File: src/sv/assert_macros.svh
// Assertion macros for the RTL files.
`ifndef ASSERT_MACROS_SVH
`define ASSERT_MACROS_SVH
`ifndef SYNTHESIS
`define ASSERT_SAME(lbl, clk, rst_n, ante, cons) \
  lbl: assert property (@(posedge clk) disable iff (!(rst_n)) (ante) |-> (cons)) \
    else $error("assertion failed");
`define ASSERT_NEXT(lbl, clk, rst_n, ante, cons) \
  lbl: assert property (@(posedge clk) disable iff (!(rst_n)) (ante) |=> (cons)) \
    else $error("assertion failed");
`else
`define ASSERT_SAME(lbl, clk, rst_n, ante, cons)
`define ASSERT_NEXT(lbl, clk, rst_n, ante, cons)
`endif
`endif

File: src/sv/dfurc_pkg.sv
// Types, codes and defaults of the DFU request controller.
`timescale 1ns / 1ps
package dfurc_pkg;

  localparam int unsigned PAGE_BYTES_DEF  = 4096;
  localparam int unsigned BLOCK_BYTES_DEF = 64;

  localparam logic [15:0] RQ_GETSTATUS = 16'h03A1;
  localparam logic [15:0] RQ_GETSTATE  = 16'h05A1;
  localparam logic [15:0] RQ_DNLOAD    = 16'h0121;
  localparam logic [15:0] RQ_UPLOAD    = 16'h02A1;
  localparam logic [15:0] RQ_CLRSTATUS = 16'h0421;
  localparam logic [15:0] RQ_ABORT     = 16'h0621;

  localparam logic [15:0] STATUS_LEN = 16'd6;
  localparam logic [15:0] STATE_LEN  = 16'd1;

  localparam logic [31:0] REGION_BASE_RST   = 32'h8000_1000;
  localparam logic [31:0] REGION_END_RST    = 32'h8010_0000;
  localparam logic [7:0]  POLL_ERASE_RST    = 8'd50;
  localparam logic [7:0]  POLL_PROGRAM_RST  = 8'd8;
  localparam logic [7:0]  POLL_MANIFEST_RST = 8'd100;

  localparam int unsigned CFG_IDX_W = 3;

  typedef enum logic [CFG_IDX_W-1:0] {
    CFG_REGION_BASE   = 3'd0,
    CFG_REGION_END    = 3'd1,
    CFG_POLL_ERASE    = 3'd2,
    CFG_POLL_PROGRAM  = 3'd3,
    CFG_POLL_MANIFEST = 3'd4
  } cfg_idx_e;

  typedef enum logic [1:0] {
    ACT_REQUEST    = 2'd0,
    ACT_PROG_DONE  = 2'd1,
    ACT_CHECK_DONE = 2'd2
  } action_e;

  typedef enum logic [2:0] {
    ST_IDLE  = 3'd0,
    ST_SYNC  = 3'd1,
    ST_BUSY  = 3'd2,
    ST_DIDLE = 3'd3,
    ST_MANI  = 3'd4,
    ST_ERROR = 3'd5
  } dfu_state_e;

  typedef enum logic [1:0] {
    SC_OK     = 2'd0,
    SC_ADDR   = 2'd1,
    SC_VERIFY = 2'd2
  } status_e;

  typedef enum logic [1:0] {
    SRC_NONE   = 2'd0,
    SRC_STATUS = 2'd1,
    SRC_STATE  = 2'd2,
    SRC_FLASH  = 2'd3
  } reply_src_e;

  typedef struct packed {
    logic [31:0] region_base;
    logic [31:0] region_end;
    logic [7:0]  poll_erase;
    logic [7:0]  poll_program;
    logic [7:0]  poll_manifest;
  } cfg_t;

  typedef struct packed {
    logic [1:0]  action;
    logic [15:0] request_code;
    logic [15:0] w_value;
    logic [15:0] w_length;
    logic        crc_ok;
  } item_t;

  typedef struct packed {
    logic [6:0]  reply_len;
    logic [1:0]  reply_source;
    logic [31:0] read_addr;
    logic [1:0]  status_code;
    logic [7:0]  poll_ms;
    logic [2:0]  dfu_state;
    logic [6:0]  capture_len;
    logic        program_go;
    logic [31:0] program_addr;
    logic [6:0]  program_len;
    logic        verify_go;
    logic        reboot;
  } result_t;

endpackage

File: src/sv/dfurc_cfg_regs.sv
// Configuration register file with write port.
`timescale 1ns / 1ps
module dfurc_cfg_regs
  import dfurc_pkg::*;
(
  input  logic                 clk_i,
  input  logic                 rst_ni,
  input  logic                 we_i,
  input  logic [CFG_IDX_W-1:0] idx_i,
  input  logic [31:0]          wdata_i,
  output cfg_t                 cfg_o
);

  cfg_t cfg_q;
  cfg_t cfg_d;

  always_comb begin
    cfg_d = cfg_q;
    if (we_i) begin
      case (cfg_idx_e'(idx_i))
        CFG_REGION_BASE:   cfg_d.region_base   = wdata_i;
        CFG_REGION_END:    cfg_d.region_end    = wdata_i;
        CFG_POLL_ERASE:    cfg_d.poll_erase    = wdata_i[7:0];
        CFG_POLL_PROGRAM:  cfg_d.poll_program  = wdata_i[7:0];
        CFG_POLL_MANIFEST: cfg_d.poll_manifest = wdata_i[7:0];
        default: ;
      endcase
    end
  end

  always_ff @(posedge clk_i or negedge rst_ni) begin
    if (!rst_ni) begin
      cfg_q.region_base   <= REGION_BASE_RST;
      cfg_q.region_end    <= REGION_END_RST;
      cfg_q.poll_erase    <= POLL_ERASE_RST;
      cfg_q.poll_program  <= POLL_PROGRAM_RST;
      cfg_q.poll_manifest <= POLL_MANIFEST_RST;
    end else begin
      cfg_q <= cfg_d;
    end
  end

  assign cfg_o = cfg_q;

endmodule

File: config.mk
export PLATFORM = sky130hd
export DESIGN_NAME = dfurc_cfg_regs
export DESIGN_NICKNAME = d
export VERILOG_FILES = /design/src/sv/assert_macros.svh /design/src/sv/dfurc_pkg.sv /design/src/sv/dfurc_cfg_regs.sv
export SDC_FILE = /design/constraint.sdc
export NUM_CORES = 1
export LEC_CHECK = 0
export ABC_CLOCK_PERIOD_IN_PS = 900
export BUFFER_PORTS_ARGS = -buffer_cell sky130_fd_sc_hd__buf_2
export CELL_PAD_IN_SITES_DETAIL_PLACEMENT = 1
export CELL_PAD_IN_SITES_GLOBAL_PLACEMENT = 1
export CORE_MARGIN = 2
export CORE_UTILIZATION = 38
export DETAILED_ROUTE_END_ITERATION = 16
export GPL_TIMING_DRIVEN = 0
export PLACE_DENSITY = 0.75
export SYNTH_ARGS = -nofsm -noshare
export SYNTH_HDL_FRONTEND = slang
export SYNTH_SLANG_ARGS = --single-unit
File: constraint.sdc
create_clock -name clk_i -period 0.9 [get_ports clk_i]
set_clock_uncertainty 0.05 [all_clocks]
set_input_delay 0.225 -clock clk_i [delete_from_list [all_inputs] [get_ports clk_i]]
set_output_delay 0.225 -clock clk_i [all_outputs]
set_load 0.03 [all_outputs]
==> impl_metrics.tcl <==
set metrics [dict create \
    diodes 0 \
    max_freq_mhz 751 \
    hold_viol 22 \
    synthMuxAreaShare 0.296 \
    synth_common_cells "81 x mux2_2, 77 x dfrtp_1, 11 x dfstp_2" \
    cap_viol_max_count 0 \
    synthArstFlopShare 1.00 \
    grt_pass1_vias 2914 \
    crit_path_max_incr_delay_ps 560 \
    start_util 0.388 \
    pin_count 126 \
    worstMarginPinSlew_ps 349 \
    vdd_drop_max_v 0.00130 \
    h-tree-depth 3 \
    dp.cells 424 \
    drc 0 \
    critPathKind "reg -> out" \
    grt_first_pass_wirelength_mm 17.0 \
    maxSlewViolCount 0 \
    worstPathArrival_ps 1060 \
    whs_ps -281 \
    p_per_area_nw_per_um2 2530 \
    core_um2 8640 \
    critPathMaxFanout 2 \
    synthCells 190 \
    fin_crit_sh 1.48 \
    rsz0062_at_grt "true" \
    yosys.area.top_type "dfrtp_1" \
    path_buf_inv 1 \
    utilization 0.723 \
    stdcell_area_um2 6240 \
    start_kind "flop" \
    total_power_w 0.0158 \
    overflow 0 \
    die_w_um 97.9 \
    synth-xor-area-share 0 \
    place_area_um2 4290 \
    portBuffers 125 \
    synth_cell_type_count 9 \
    drive_gt1_frac 0.815 \
    leakage_nw 3.08 \
    cts_tree "built" \
    synth_top_family_by_area "multiplexers" \
    drt_iter0_drc 65 \
    rows 34 \
    routabilityCongestion 0.736 \
    antenna_left 0 \
    violations "negative hold slack, negative setup slack" \
    cp_cell_sequence "buf_6" \
    synthTopCellsByArea "dfrtp_1 57%, mux2_2 27%, dfstp_2 8.6%" \
    yosys.cell_count.top_type "mux2_2" \
    synth_fa_ha_area_frac 0 \
    avgSynthCellArea_um2 17.6 \
    finalNetCount 461 \
    fp.dieH_um 97.9 \
    yosys.area_share.simple 0.0187 \
    finalNonFillerCells 536 \
    design.die.area_um2 9590 \
    synth_ff_type "dfrtp_1" \
    cts.sinks 88 \
    layout_setup_ws_ps -432 \
    setup_viol 175 \
    cts_made_buffers 9 \
    worstHoldPathType "in -> async" \
    routedWlPerCell_um 23.9 \
    synth_compound_area_frac 0 \
    syn_to_final_growth_pct 86.3 \
    grt_max_degree 66 \
    max_slew_margin 0.767 \
    status "finished, violations left" \
    synth-edff-count 0 \
    dpl.hpwl_mm 5.72 \
    vias 2608 \
    yosys_register_bits 88 \
    cts.clk_slew.worst_paths_ps 100 \
    ys_seq_area_frac 0.661 \
    synth_area_um2 3350 \
    endpoint_kind "primary output" \
    synth_top_area_frac 0.575 \
    largest_reg_flops 88 \
    avgViaCountPerCell 4.87 \
    grt_antenna_before_repair 0 \
    crit_path_top_delay_cell "dfstp_2" \
    period_minus_slack_ps 1330 \
    worstPathRequired_ps 620 \
    synth_nets 228 \
    dr.pass1.iters 4 \
    clk_path_buf_depth 2 \
    grt_usage 0.234 \
    crit_family "flip-flops" \
    insertion_delay_ps 350 \
    ctsRootBufferMaster "clkbuf_8" \
    wl_mm 12.8 \
    yosysWarnings 0 \
]
[cell families after synthesis]
| group | count (synthesis) |
|---|---|
| simple gates | 5 |
| flops | 88 |
| buf+inv | 9 |
| mux | 88 |
[worst paths after layout]
kind / start / cells after the start / end / slack (ps)
worst max-delay path: cfg_o[6] / 1 / cfg_o[6] / -430
worst min-delay path: rst_ni / 1 / cfg_o[15] / -280
min in group clk_i: wdata_i[13] / 2 / cfg_o[69] / 60
worst max register to register: cfg_o[27] / 3 / cfg_o[27] / -220
max in group asynchronous: rst_ni / 2 / cfg_o[44] / 390
worst min register to register: cfg_o[63] / 1 / cfg_o[63] / 500
[metrics by stage]
stage               setup TNS [ps]  setup slack (ps)  hold slack [ps]
floorplan                   -30990              -423             -121
global placement           -157780             -1200              409
detailed placement          -59670              -785              107
CTS                         -41660              -429             -294
global route                -48350              -468             -275
finish                      -43630              -432             -281
[what timing repair did]
| item | in CTS | in global routing |
|---|---|---|
| hold endpoints to repair | 22 | 22 |
| cloned | 6 | 0 |
| endpoints found under the setup margin | 176 | 168 |
| gates resized for setup | 262 | 16 |
| pin swaps | 4 | 4 |
| buffers inserted | 51 | 48 |
[cells in the final DEF (no fill, tap or decap), drive strengths merged]
| master | count |
|---|---|
| clkinv | 2 |
| nor4bb | 3 |
| clkinvlp | 1 |
| buf | 231 |
| dfrtp | 77 |
| bufinv | 2 |
| nor4b | 1 |
| mux2 | 88 |
| nand4b | 1 |
| clkbuf | 11 |
| dfstp | 11 |
[metal layers]
metal,GRT usage,share of wire,up-vias
li1,-,-,1140
met1,0.281,0.39,1379
met2,0.415,0.56,78
met3,0.0630,0.039,11
met4,0.0652,0.012,0
met5,0,0,-
[cell type report]
cell class | instances | area, um^2
multi-input cells | 93 | 1400
flip-flops and latches | 88 | 2220
plain buffers | 7 | 109
clock inverters | 5 | 81.3
clock buffers | 11 | 141
fillers | 763 | 2390
well taps | 108 | 135
repair buffers | 224 | 2160
[where the power goes]
group | switching, W | total, W | internal, W
registers | 0.000773 | 0.00568 | 0.00491
logic | 0.00317 | 0.00700 | 0.00383
clock network | 0.00149 | 0.00313 | 0.00164
total | 0.00543 | 0.0158 | 0.0104
Power figures use the tool's default switching activity.
