## src/sv/assert_macros.svh

```systemverilog
// Assertion macros for the RTL files.
`ifndef ASSERT_MACROS_SVH
`define ASSERT_MACROS_SVH
`ifndef SYNTHESIS
`define ASSERT_SAME(lbl, clk, rst_n, ante, cons) \
  lbl: assert property (@(posedge clk) disable iff (!(rst_n)) (ante) |-> (cons)) \
    else $error("assertion failed");
`define ASSERT_NEXT(lbl, clk, rst_n, ante, cons) \
  lbl: assert property (@(posedge clk) disable iff (!(rst_n)) (ante) |=> (cons)) \
    else $error("assertion failed");
`else
`define ASSERT_SAME(lbl, clk, rst_n, ante, cons)
`define ASSERT_NEXT(lbl, clk, rst_n, ante, cons)
`endif
`endif

```

## src/sv/dfurc_pkg.sv

```systemverilog
// Types, codes and defaults of the DFU request controller.
`timescale 1ns / 1ps
package dfurc_pkg;

  localparam int unsigned PAGE_BYTES_DEF  = 4096;
  localparam int unsigned BLOCK_BYTES_DEF = 64;

  localparam logic [15:0] RQ_GETSTATUS = 16'h03A1;
  localparam logic [15:0] RQ_GETSTATE  = 16'h05A1;
  localparam logic [15:0] RQ_DNLOAD    = 16'h0121;
  localparam logic [15:0] RQ_UPLOAD    = 16'h02A1;
  localparam logic [15:0] RQ_CLRSTATUS = 16'h0421;
  localparam logic [15:0] RQ_ABORT     = 16'h0621;

  localparam logic [15:0] STATUS_LEN = 16'd6;
  localparam logic [15:0] STATE_LEN  = 16'd1;

  localparam logic [31:0] REGION_BASE_RST   = 32'h8000_1000;
  localparam logic [31:0] REGION_END_RST    = 32'h8010_0000;
  localparam logic [7:0]  POLL_ERASE_RST    = 8'd50;
  localparam logic [7:0]  POLL_PROGRAM_RST  = 8'd8;
  localparam logic [7:0]  POLL_MANIFEST_RST = 8'd100;

  localparam int unsigned CFG_IDX_W = 3;

  typedef enum logic [CFG_IDX_W-1:0] {
    CFG_REGION_BASE   = 3'd0,
    CFG_REGION_END    = 3'd1,
    CFG_POLL_ERASE    = 3'd2,
    CFG_POLL_PROGRAM  = 3'd3,
    CFG_POLL_MANIFEST = 3'd4
  } cfg_idx_e;

  typedef enum logic [1:0] {
    ACT_REQUEST    = 2'd0,
    ACT_PROG_DONE  = 2'd1,
    ACT_CHECK_DONE = 2'd2
  } action_e;

  typedef enum logic [2:0] {
    ST_IDLE  = 3'd0,
    ST_SYNC  = 3'd1,
    ST_BUSY  = 3'd2,
    ST_DIDLE = 3'd3,
    ST_MANI  = 3'd4,
    ST_ERROR = 3'd5
  } dfu_state_e;

  typedef enum logic [1:0] {
    SC_OK     = 2'd0,
    SC_ADDR   = 2'd1,
    SC_VERIFY = 2'd2
  } status_e;

  typedef enum logic [1:0] {
    SRC_NONE   = 2'd0,
    SRC_STATUS = 2'd1,
    SRC_STATE  = 2'd2,
    SRC_FLASH  = 2'd3
  } reply_src_e;

  typedef struct packed {
    logic [31:0] region_base;
    logic [31:0] region_end;
    logic [7:0]  poll_erase;
    logic [7:0]  poll_program;
    logic [7:0]  poll_manifest;
  } cfg_t;

  typedef struct packed {
    logic [1:0]  action;
    logic [15:0] request_code;
    logic [15:0] w_value;
    logic [15:0] w_length;
    logic        crc_ok;
  } item_t;

  typedef struct packed {
    logic [6:0]  reply_len;
    logic [1:0]  reply_source;
    logic [31:0] read_addr;
    logic [1:0]  status_code;
    logic [7:0]  poll_ms;
    logic [2:0]  dfu_state;
    logic [6:0]  capture_len;
    logic        program_go;
    logic [31:0] program_addr;
    logic [6:0]  program_len;
    logic        verify_go;
    logic        reboot;
  } result_t;

endpackage

```

## src/sv/dfurc_core.sv

```systemverilog
// Request decode, protocol state and result formation.
`timescale 1ns / 1ps
`include "assert_macros.svh"
module dfurc_core
  import dfurc_pkg::*;
#(
  parameter int unsigned PAGE_BYTES  = PAGE_BYTES_DEF,
  parameter int unsigned BLOCK_BYTES = BLOCK_BYTES_DEF
) (
  input  logic    clk_i,
  input  logic    rst_ni,
  input  logic    advance_i,
  input  item_t   item_i,
  input  cfg_t    cfg_i,
  output result_t res_o
);

  // page size is a power of two
  localparam int unsigned PW = $clog2(PAGE_BYTES);
  localparam int unsigned BW = $clog2(BLOCK_BYTES + 1);
  localparam int unsigned AW = 34;
  localparam logic [AW-1:0] BLK_A = AW'(BLOCK_BYTES);
  localparam logic [15:0]   BLK_L = 16'(BLOCK_BYTES);

  dfu_state_e  state_q, state_d;
  status_e     status_q, status_d;
  logic [7:0]  poll_q, poll_d;
  logic [31:0] blk_addr_q, blk_addr_d;
  logic [6:0]  blk_len_q, blk_len_d;
  logic        prog_armed_q, prog_armed_d;
  logic        verify_armed_q, verify_armed_d;

  logic [AW-1:0] addr;
  logic [AW-1:0] end_a;
  logic [AW-1:0] up_diff;
  logic [BW-1:0] up_n;
  logic          guard_bad;

  assign addr      = AW'(cfg_i.region_base) + AW'(item_i.w_value) * BLK_A;
  assign end_a     = AW'(cfg_i.region_end);
  assign up_diff   = end_a - addr;
  assign guard_bad = (item_i.w_length > BLK_L) || ((addr + BLK_A) > end_a);

  always_comb begin
    up_n = (item_i.w_length < BLK_L) ? BW'(item_i.w_length) : BW'(BLOCK_BYTES);
    if (addr >= end_a) begin
      up_n = '0;
    end else if ((addr + AW'(up_n)) > end_a) begin
      up_n = BW'(up_diff);
    end
  end

  always_comb begin
    state_d        = state_q;
    status_d       = status_q;
    poll_d         = poll_q;
    blk_addr_d     = blk_addr_q;
    blk_len_d      = blk_len_q;
    prog_armed_d   = prog_armed_q;
    verify_armed_d = verify_armed_q;
    res_o          = '0;

    case (action_e'(item_i.action))
      ACT_PROG_DONE: begin
        if (prog_armed_q) begin
          prog_armed_d = 1'b0;
          blk_addr_d   = '0;
          status_d     = SC_OK;
          poll_d       = '0;
          state_d      = ST_DIDLE;
        end
      end
      ACT_CHECK_DONE: begin
        if (verify_armed_q) begin
          verify_armed_d = 1'b0;
          if (item_i.crc_ok) begin
            res_o.reboot = 1'b1;
            state_d      = ST_IDLE;
            status_d     = SC_OK;
            poll_d       = '0;
            blk_addr_d   = '0;
            blk_len_d    = '0;
            prog_armed_d = 1'b0;
          end else begin
            status_d = SC_VERIFY;
            state_d  = ST_ERROR;
          end
        end
      end
      ACT_REQUEST: begin
        case (item_i.request_code)
          RQ_GETSTATUS: begin
            if (state_q == ST_SYNC) begin
              status_d         = SC_OK;
              poll_d           = (blk_addr_q[PW-1:0] == '0) ? cfg_i.poll_erase
                                                            : cfg_i.poll_program;
              state_d          = ST_BUSY;
              prog_armed_d     = 1'b1;
              res_o.program_go = 1'b1;
            end
            res_o.reply_len    = (item_i.w_length < STATUS_LEN) ? item_i.w_length[6:0]
                                                                : STATUS_LEN[6:0];
            res_o.reply_source = SRC_STATUS;
          end
          RQ_GETSTATE: begin
            res_o.reply_len    = (item_i.w_length < STATE_LEN) ? item_i.w_length[6:0]
                                                               : STATE_LEN[6:0];
            res_o.reply_source = SRC_STATE;
          end
          RQ_DNLOAD: begin
            if (item_i.w_length != '0) begin
              if (guard_bad) begin
                status_d = SC_ADDR;
                state_d  = ST_ERROR;
              end else begin
                prog_armed_d      = 1'b0;
                blk_addr_d        = addr[31:0];
                blk_len_d         = item_i.w_length[6:0];
                res_o.capture_len = item_i.w_length[6:0];
                state_d           = ST_SYNC;
              end
            end else begin
              status_d        = SC_OK;
              poll_d          = cfg_i.poll_manifest;
              state_d         = ST_MANI;
              verify_armed_d  = 1'b1;
              res_o.verify_go = 1'b1;
            end
          end
          RQ_UPLOAD: begin
            res_o.reply_len    = 7'(up_n);
            res_o.reply_source = SRC_FLASH;
            res_o.read_addr    = addr[31:0];
          end
          RQ_CLRSTATUS, RQ_ABORT: begin
            state_d        = ST_IDLE;
            status_d       = SC_OK;
            poll_d         = '0;
            blk_addr_d     = '0;
            blk_len_d      = '0;
            prog_armed_d   = 1'b0;
            verify_armed_d = 1'b0;
          end
          default: ;
        endcase
      end
      default: ;
    endcase

    res_o.status_code  = status_d;
    res_o.poll_ms      = poll_d;
    res_o.dfu_state    = state_d;
    res_o.program_addr = blk_addr_d;
    res_o.program_len  = blk_len_d;
  end

  always_ff @(posedge clk_i or negedge rst_ni) begin
    if (!rst_ni) begin
      state_q        <= ST_IDLE;
      status_q       <= SC_OK;
      poll_q         <= '0;
      blk_addr_q     <= '0;
      blk_len_q      <= '0;
      prog_armed_q   <= 1'b0;
      verify_armed_q <= 1'b0;
    end else if (advance_i) begin
      state_q        <= state_d;
      status_q       <= status_d;
      poll_q         <= poll_d;
      blk_addr_q     <= blk_addr_d;
      blk_len_q      <= blk_len_d;
      prog_armed_q   <= prog_armed_d;
      verify_armed_q <= verify_armed_d;
    end
  end

  `ASSERT_NEXT(a_prog_arms_busy, clk_i, rst_ni, advance_i && res_o.program_go,
               state_q == ST_BUSY && prog_armed_q)
  `ASSERT_NEXT(a_reboot_clears, clk_i, rst_ni, advance_i && res_o.reboot,
               state_q == ST_IDLE && !verify_armed_q && !prog_armed_q)
  `ASSERT_NEXT(a_state_holds, clk_i, rst_ni, !advance_i,
               $stable(state_q) && $stable(blk_addr_q) && $stable(prog_armed_q))
  `ASSERT_NEXT(a_verify_arms_mani, clk_i, rst_ni, advance_i && res_o.verify_go,
               state_q == ST_MANI && verify_armed_q)

endmodule

```

## config.mk

```make
export PLATFORM = sky130hd
export DESIGN_NAME = dfurc_core
export DESIGN_NICKNAME = d
export VERILOG_FILES = /design/src/sv/dfurc_pkg.sv /design/src/sv/dfurc_core.sv
export VERILOG_INCLUDE_DIRS = /design/src /design/src/sv
export SDC_FILE = /design/constraint.sdc
export NUM_CORES = 1
export LEC_CHECK = 0
export BUFFER_PORTS_ARGS = -buffer_cell sky130_fd_sc_hd__buf_2
export CORE_MARGIN = 5
export CORE_UTILIZATION = 30
export CTS_CLUSTER_SIZE = 30
export DETAILED_ROUTE_END_ITERATION = 16
export PLACE_DENSITY = 0.55
export SYNTH_ARGS = -nofsm -noshare
export SYNTH_HDL_FRONTEND = slang
export SYNTH_SLANG_ARGS = --single-unit
export TNS_END_PERCENT = 5
```

## constraint.sdc

```tcl
create_clock -name clk_i -period 9.45 [get_ports clk_i]
set_clock_uncertainty 0.2 [all_clocks]
set_input_delay 0.945 -clock clk_i [delete_from_list [all_inputs] [get_ports clk_i]]
set_output_delay 0.945 -clock clk_i [all_outputs]
set_load 0.02 [all_outputs]
```

==> metrics.csv, run 1 <==
stage,metric,value,unit
detailed_routing,drc,0,
critical_path,critPathLaunchType,input port,
synth,synthesis.nets,1347,
cts,cts.htree.levels,2,
synth,syn_area,0.00851,mm²
synth,synth_area_leaders,"ha_1 (18%), dfrtp_1 (16%), a22o_1 (7.1%)",
detailed_routing,drtAntennaViolNets,0,
floorplanning,initial_core_util,0.305,
synth,synth_edf_count,0,
grt,grt_usage,0.189,
sta,finalCriticalPeriod,8740,ps
cts,cts_buffers,5,
floorplanning,die_height,178,µm
sta,rsz0062_at_grt,false,
cts,clk_latency,300,ps
final_layout,antenna_cells,0,
cts,cts_resized,0,
synth,synth_top_cell_by_area,ha_1,
cts,cts_hold_buf,0,
detailed_routing,drt_iter0_markers,608,
final_layout,area_delta_synth_final,21.1,%
final_layout,drive_gt1_frac,0.231,
placed_design,port_buffers,244,
final_layout,n_fill_cell,3004,
floorplanning,core_area,0.0279,mm²
grt,grt_pass1_wl,48400,µm
cts,cts_tree,done,
grt,grt_max_degree,55,
hold_path,hp-class,register to register,
detailed_routing,via_per_inst,5.32,
pwr,vdd_ir_drop_max,0.0000696,V
detailed_routing,first_pass_iters,5,
run_status,status,"complete, no violations",
detailed_routing,finalWirelength,31300,µm
synth,synth_warnings,0,
floorplanning,fp.dieArea,0.0318,mm²
floorplanning,ios,245,
job,maxCapViolCount,0,
sta,post-route-period-util,0.925,
synth,async_flop_share,1.00,
cts,cts-root-buf,clkbuf_16,
sta,setup_viol,0,
synth,ys_ff_latch,54,
critical_path,path_class,input port to output pin,
critical_path,cp-end-kind,output pin,
synth,synth-main-ff-cell,dfrtp_1,
pwr,power.leakage,5.33,nW
sta,relSlewSlack,0.372,
final_layout,mostFrequentLayoutCell,buf_2,
synth,synth.top_cell.area_share,0.176,
synth,synth_cells,1082,
placed_design,dp_hpwl,26000,µm
detailed_routing,wl_per_cell,18.5,µm
synth,synth-seq-area-share,0.159,
critical_path,arrival,7600,ps
final_layout,final_nets,1577,
synth,ys_types,78,
critical_path,critPathRequiredTime,8310,ps
synth,synth_area_per_cell,7.87,µm²
critical_path,crit_fanout,21,
grt,grt.overflow.total,0,
floorplanning,die_x,178,µm
grt,first_global_vias,8916,
cts,cts.clk_slew.worst_paths,80,ps
sta,tightest_slew,943,ps
sta,finalSetupTns,0,ps
floorplanning,num_rows,61,
final_layout,final_cell_mix,"buf_2 (244), ha_1 (120), nor2_1 (99), inv_1 (81), nand2_1 (79)",
pwr,p_total,0.000946,W
grt,antenna_found_initial,0,
sta,fmax,0.114,GHz
placed_design,place_congestion,0.868,
cts,post-cts-setup-buffer-count,0,
pwr,p_per_area,91.7,mW/mm²
cts,cts.sinks,54,
detailed_routing,via_count,9000,
sta,finalHoldViolations,0,
sta,drv_slew,0,
cts,clk_path_buf_depth,2,
## final timing paths
kind                                startpoint        endpoint  slack (ps)  cells after the start
worst min-delay path            blk_addr_q[31]  blk_addr_q[31]         310                      1
min in group asynchronous               rst_ni   blk_addr_q[1]         590                      2
worst min register to register  blk_addr_q[31]  blk_addr_q[31]         310                      1
worst max-delay path                item_i[17]       res_o[25]         710                     25
worst max register to register   blk_addr_q[0]       poll_q[4]        6810                      7
max in group asynchronous               rst_ni     status_q[1]        7950                      2
## where the power goes
| part | switching [W] | internal [W] |
|---|---|---|
| Combinational | 0.000303 | 0.000199 |
| Sequential | 0.00000525 | 0.000235 |
| Clock | 0.000101 | 0.000102 |
| Total | 0.000409 | 0.000536 |
## logic make-up (layout without fill, tap and decap cells)
| kind of cell | Yosys count | in the layout | share of synthesized area |
|---|---|---|---|
| AO/OA/AOI/OAI | 330 | 330 | 0.280 |
| buffers and inverters | 126 | 357 | 0.0632 |
| XOR/XNOR | 75 | 75 | 0.0807 |
| AND/OR/NAND/NOR | 352 | 352 | 0.207 |
| flip-flops | 54 | 54 | 0.159 |
| multiplexers | 22 | 22 | 0.0269 |
| adder cells (fa/ha/maj) | 123 | 123 | 0.183 |
## sequential cells by signal, indices dropped and copies added, names as in the netlist
| name | cells |
|---|---|
| blk_addr_q | 32 |
| poll_q | 8 |
| blk_len_q | 7 |
| state_q | 3 |
| status_q | 2 |
| prog_armed_q | 1 |
| verify_armed_q | 1 |
## synth_stat cells, types with 3 or more instances
cell	number
a21o_1	49
fa_1	3
nor4_1	12
nand4_1	27
o21a_1	10
and4_1	4
a2111oi_0	3
inv_1	81
a31oi_1	11
a21oi_1	75
nor2b_1	5
nand3_1	38
and3_1	12
nor2_1	99
o211ai_2	3
o21bai_1	3
dfrtp_1	54
o21ai_0	40
a22o_1	69
a21boi_0	3
a211o_1	5
nand2_1	79
ha_1	120
nor3_1	23
and2_1	29
o211a_1	3
xor2_1	22
nand3b_1	3
a211oi_1	7
nand2b_1	5
xnor2_1	49
o2bb2ai_1	3
o211ai_1	9
buf_2	13
o21ai_1	5
nor3b_1	3
o31ai_1	3
clkbuf_1	21
mux2i_1	15
mux2_2	7
buf_6	4
buf_4	5
## metal layers
metal,vias to the layer above,GRT usage,wire [µm]
met2,351,0.315,14200
met5,-,0,0
met3,38,0.0210,2050
li1,4436,-,-
met1,4175,0.264,14400
met4,0,0.0397,611
## area by class of cell
cell class	instances	area [µm²]	share of cell area
Sequential cell	54	1350	0.131
Multi-Input combinational cell	902	6630	0.643
Timing Repair Buffer	266	1390	0.134
Clock buffer	5	125	0.0121
Tap cell	378	473	0.0459
Clock inverter	3	28.8	0.00279
Inverter	83	312	0.0302
## stage by stage
stage,std cells,area [µm²],utilization,hold WS (ps),setup WS [ps]
2_1_floorplan,1082,8510,-,267,2030
3_3_place_gp,1683,10200,0.364,285,855
3_5_place_dp,1683,10200,0.364,283,647
4_1_cts,1691,10300,0.369,308,648
5_1_grt,1691,10300,0.369,317,56.0
6_report,1691,10300,0.369,308,707
## critical path: stages
cell      delay, ps
buf_2           100
ha_1            210
fa_1            430
a211oi_1        470
o21ai_4         130
xnor2_2         210
nor4b_4         360
nand3_2         180
nor4_4          410
and3_1          550
nand3_1         160
xnor2_1         160
ha_1            270
nand2_1          50
o21ai_0         160
o21a_1          200
nor3_1           70
a211o_1         310
o211ai_1        600
or3_1           270
a31oi_4          60
o21ai_2         530
buf_4           390
a22o_1          190
buf_2           170
Power figures use the tool's default switching activity.
==> run 2, diff against run 1 <==
CORE_UTILIZATION = 45   (was 30)
GPL_TIMING_DRIVEN = 0   (was unset)
PLACE_DENSITY = 0.75   (was 0.55)
==> metrics.csv, run 2 (same netlist as run 1, synthesis figures left out) <==
stage,metric,value,unit
run_status,status,"complete, no violations",
final_layout,regMostFlops,blk_addr_q,
sta,setup_viol,0,
detailed_routing,wl_per_cell,18.4,µm
cts,clk_path_buf_depth,2,
detailed_routing,drtAntennaViolNets,0,
final_layout,final_cell_mix,"buf_2 (253), ha_1 (120), nor2_1 (99), inv_1 (81), nand2_1 (79)",
placed_design,dp_hpwl,24000,µm
cts,cts_buffers,5,
cts,cts-root-buf,clkbuf_16,
critical_path,critPathLaunchType,input port,
floorplanning,die_height,148,µm
placed_design,place_area,0.0100,mm²
detailed_routing,finalWirelength,28800,µm
cts,cts.clk_slew.worst_paths,80,ps
detailed_routing,via_per_inst,5.96,
final_layout,final_nets,1595,
floorplanning,die_x,148,µm
final_layout,seqCellArea,0.00135,mm²
detailed_routing,drt_iter0_markers,654,
critical_path,critical_path.endpoint,res_o[96],
final_layout,fin_area,0.0102,mm²
sta,finalHoldViolations,0,
grt,grt-busiest-layer,met2,
final_layout,area_delta_synth_final,19.4,%
critical_path,regToRegSetupSlack,6960,ps
critical_path,cp_slowest_cell,nor4_1,
cts,cts_hold_buf,0,
critical_path,critPathRequiredTime,8310,ps
final_layout,top_regs,"blk_addr_q: 32 flops, poll_q: 8 flops, blk_len_q: 7 flops",
grt,globalRouteMet2Util,0.441,
critical_path,cpMostUsedCell,nand3_1,
floorplanning,ios,245,
detailed_routing,drc,0,
floorplanning,core_area,0.0186,mm²
final_layout,multi_input_area,0.00663,mm²
floorplanning,fp.dieArea,0.0218,mm²
sta,relSlewSlack,0.406,
job,maxCapViolCount,0,
grt,use_met3,0.0316,
grt,grtUsageMet1,0.328,
critical_path,cpPeakStageDelay,710,ps
placed_design,port_buffers,241,
final_layout,mostFrequentLayoutCell,buf_2,
detailed_routing,first_pass_iters,5,
grt,first_global_vias,9066,
hold_path,hp-class,register to register,
sta,post-route-period-util,0.933,
detailed_routing,via_count,9332,
sta,finalCriticalPeriod,8820,ps
floorplanning,num_rows,50,
critical_path,startpoint,item_i[11],
sta,finalSetupTns,0,ps
grt,grt.overflow.total,0,
cts,cts.sinks,54,
cts,post-cts-setup-buffer-count,0,
pwr,p_per_area,90.8,mW/mm²
grt,grt_pass1_wl,46100,µm
pwr,power.leakage,5.33,nW
sta,tightest_slew,885,ps
placed_design,place_congestion,0.941,
critical_path,r2r-start,blk_addr_q[7],
cts,cts_tree,done,
cts,cts.htree.levels,2,
sta,rsz0062_at_grt,false,
floorplanning,initial_core_util,0.457,
pwr,vdd_ir_drop_max,0.0000666,V
sta,drv_slew,0,
critical_path,rr_endpoint,poll_q[5],
cts,clk_latency,300,ps
grt,grt_usage,0.254,
critical_path,arrival,7670,ps
grt,antenna_found_initial,2,
critical_path,reg2reg_depth,7,
critical_path,path_class,input port to output pin,
critical_path,crit_fanout,8,
critical_path,cp-end-kind,output pin,
cts,cts_resized,0,
final_layout,largest_reg_flops,32,
grt,grt_max_degree,55,
final_layout,drive_gt1_frac,0.225,
final_layout,n_fill_cell,1789,
sta,fmax,0.113,GHz
-- run 2: cell types whose count changed in the layout (fill, tap and decap cells not counted), sizes merged --
| cell | change |
|---|---|
| diode | +2 |
| buf | -3 |
| clkbuf | +21 |
-- run 2: final cells by class --
| type | instances | share of cell area |
|---|---|---|
| multi-input combinational | 902 | 0.652 |
| sequential | 54 | 0.133 |
| timing repair buffer | 241 | 0.119 |
| inverter | 83 | 0.0307 |
| tap | 234 | 0.0288 |
| buffer | 43 | 0.0223 |
| clock buffer | 5 | 0.0123 |
| clock inverter | 3 | 0.00185 |
| antenna | 2 | 0.000492 |
-- run 2: worst min path at each step --
stage                               from  cells after the start        endpoint
final                     blk_addr_q[24]                      1  blk_addr_q[24]
after global routing      blk_addr_q[21]                      1  blk_addr_q[21]
after CTS                 blk_addr_q[24]                      1  blk_addr_q[24]
after detailed placement  blk_addr_q[24]                      1  blk_addr_q[24]
after global placement    blk_addr_q[25]                      1  blk_addr_q[25]
after floorplan           blk_addr_q[12]                      1  blk_addr_q[12]
-- run 2: per-stage QoR --
step / hold WS, ps / util / total power [W] / cells / setup WS, ps
final: 309 / 0.545 / 0.000923 / 1567 / 634
after global routing: 320 / 0.545 / 0.000989 / 1567 / 68.7
after CTS: 307 / 0.545 / 0.000918 / 1565 / 719
after detailed placement: 286 / 0.537 / 0.000726 / 1557 / 758
after global placement: 283 / 0.537 / 0.000715 / 1557 / 741
after floorplan: 267 / - / 0.000586 / 1082 / 2030
-- run 2: report_power, final --
| group | internal [W] | switching (W) | leakage (nW) |
|---|---|---|---|
| registers | 0.000235 | 0.00000551 | 0.743 |
| clock network | 0.0000988 | 0.0000941 | 0.0740 |
| logic | 0.000196 | 0.000295 | 4.51 |
| total | 0.000529 | 0.000394 | 5.33 |
-- run 2: layer usage --
| metal | vias up | routed length, µm |
|---|---|---|
| met5 | - | 0 |
| met4 | 0 | 710 |
| met3 | 47 | 2210 |
| met2 | 451 | 13700 |
| met1 | 4356 | 12200 |
| li1 | 4478 | - |
-- run 2: worst max-delay path: cells and delay by family --
family | cells | cell delay [ps]
fa+ha+maj | 2 | 770
xor+xnor | 1 | 150
simple gates | 14 | 3260
compound gates | 7 | 1470
buf+inv | 5 | 860
mux | 1 | 200
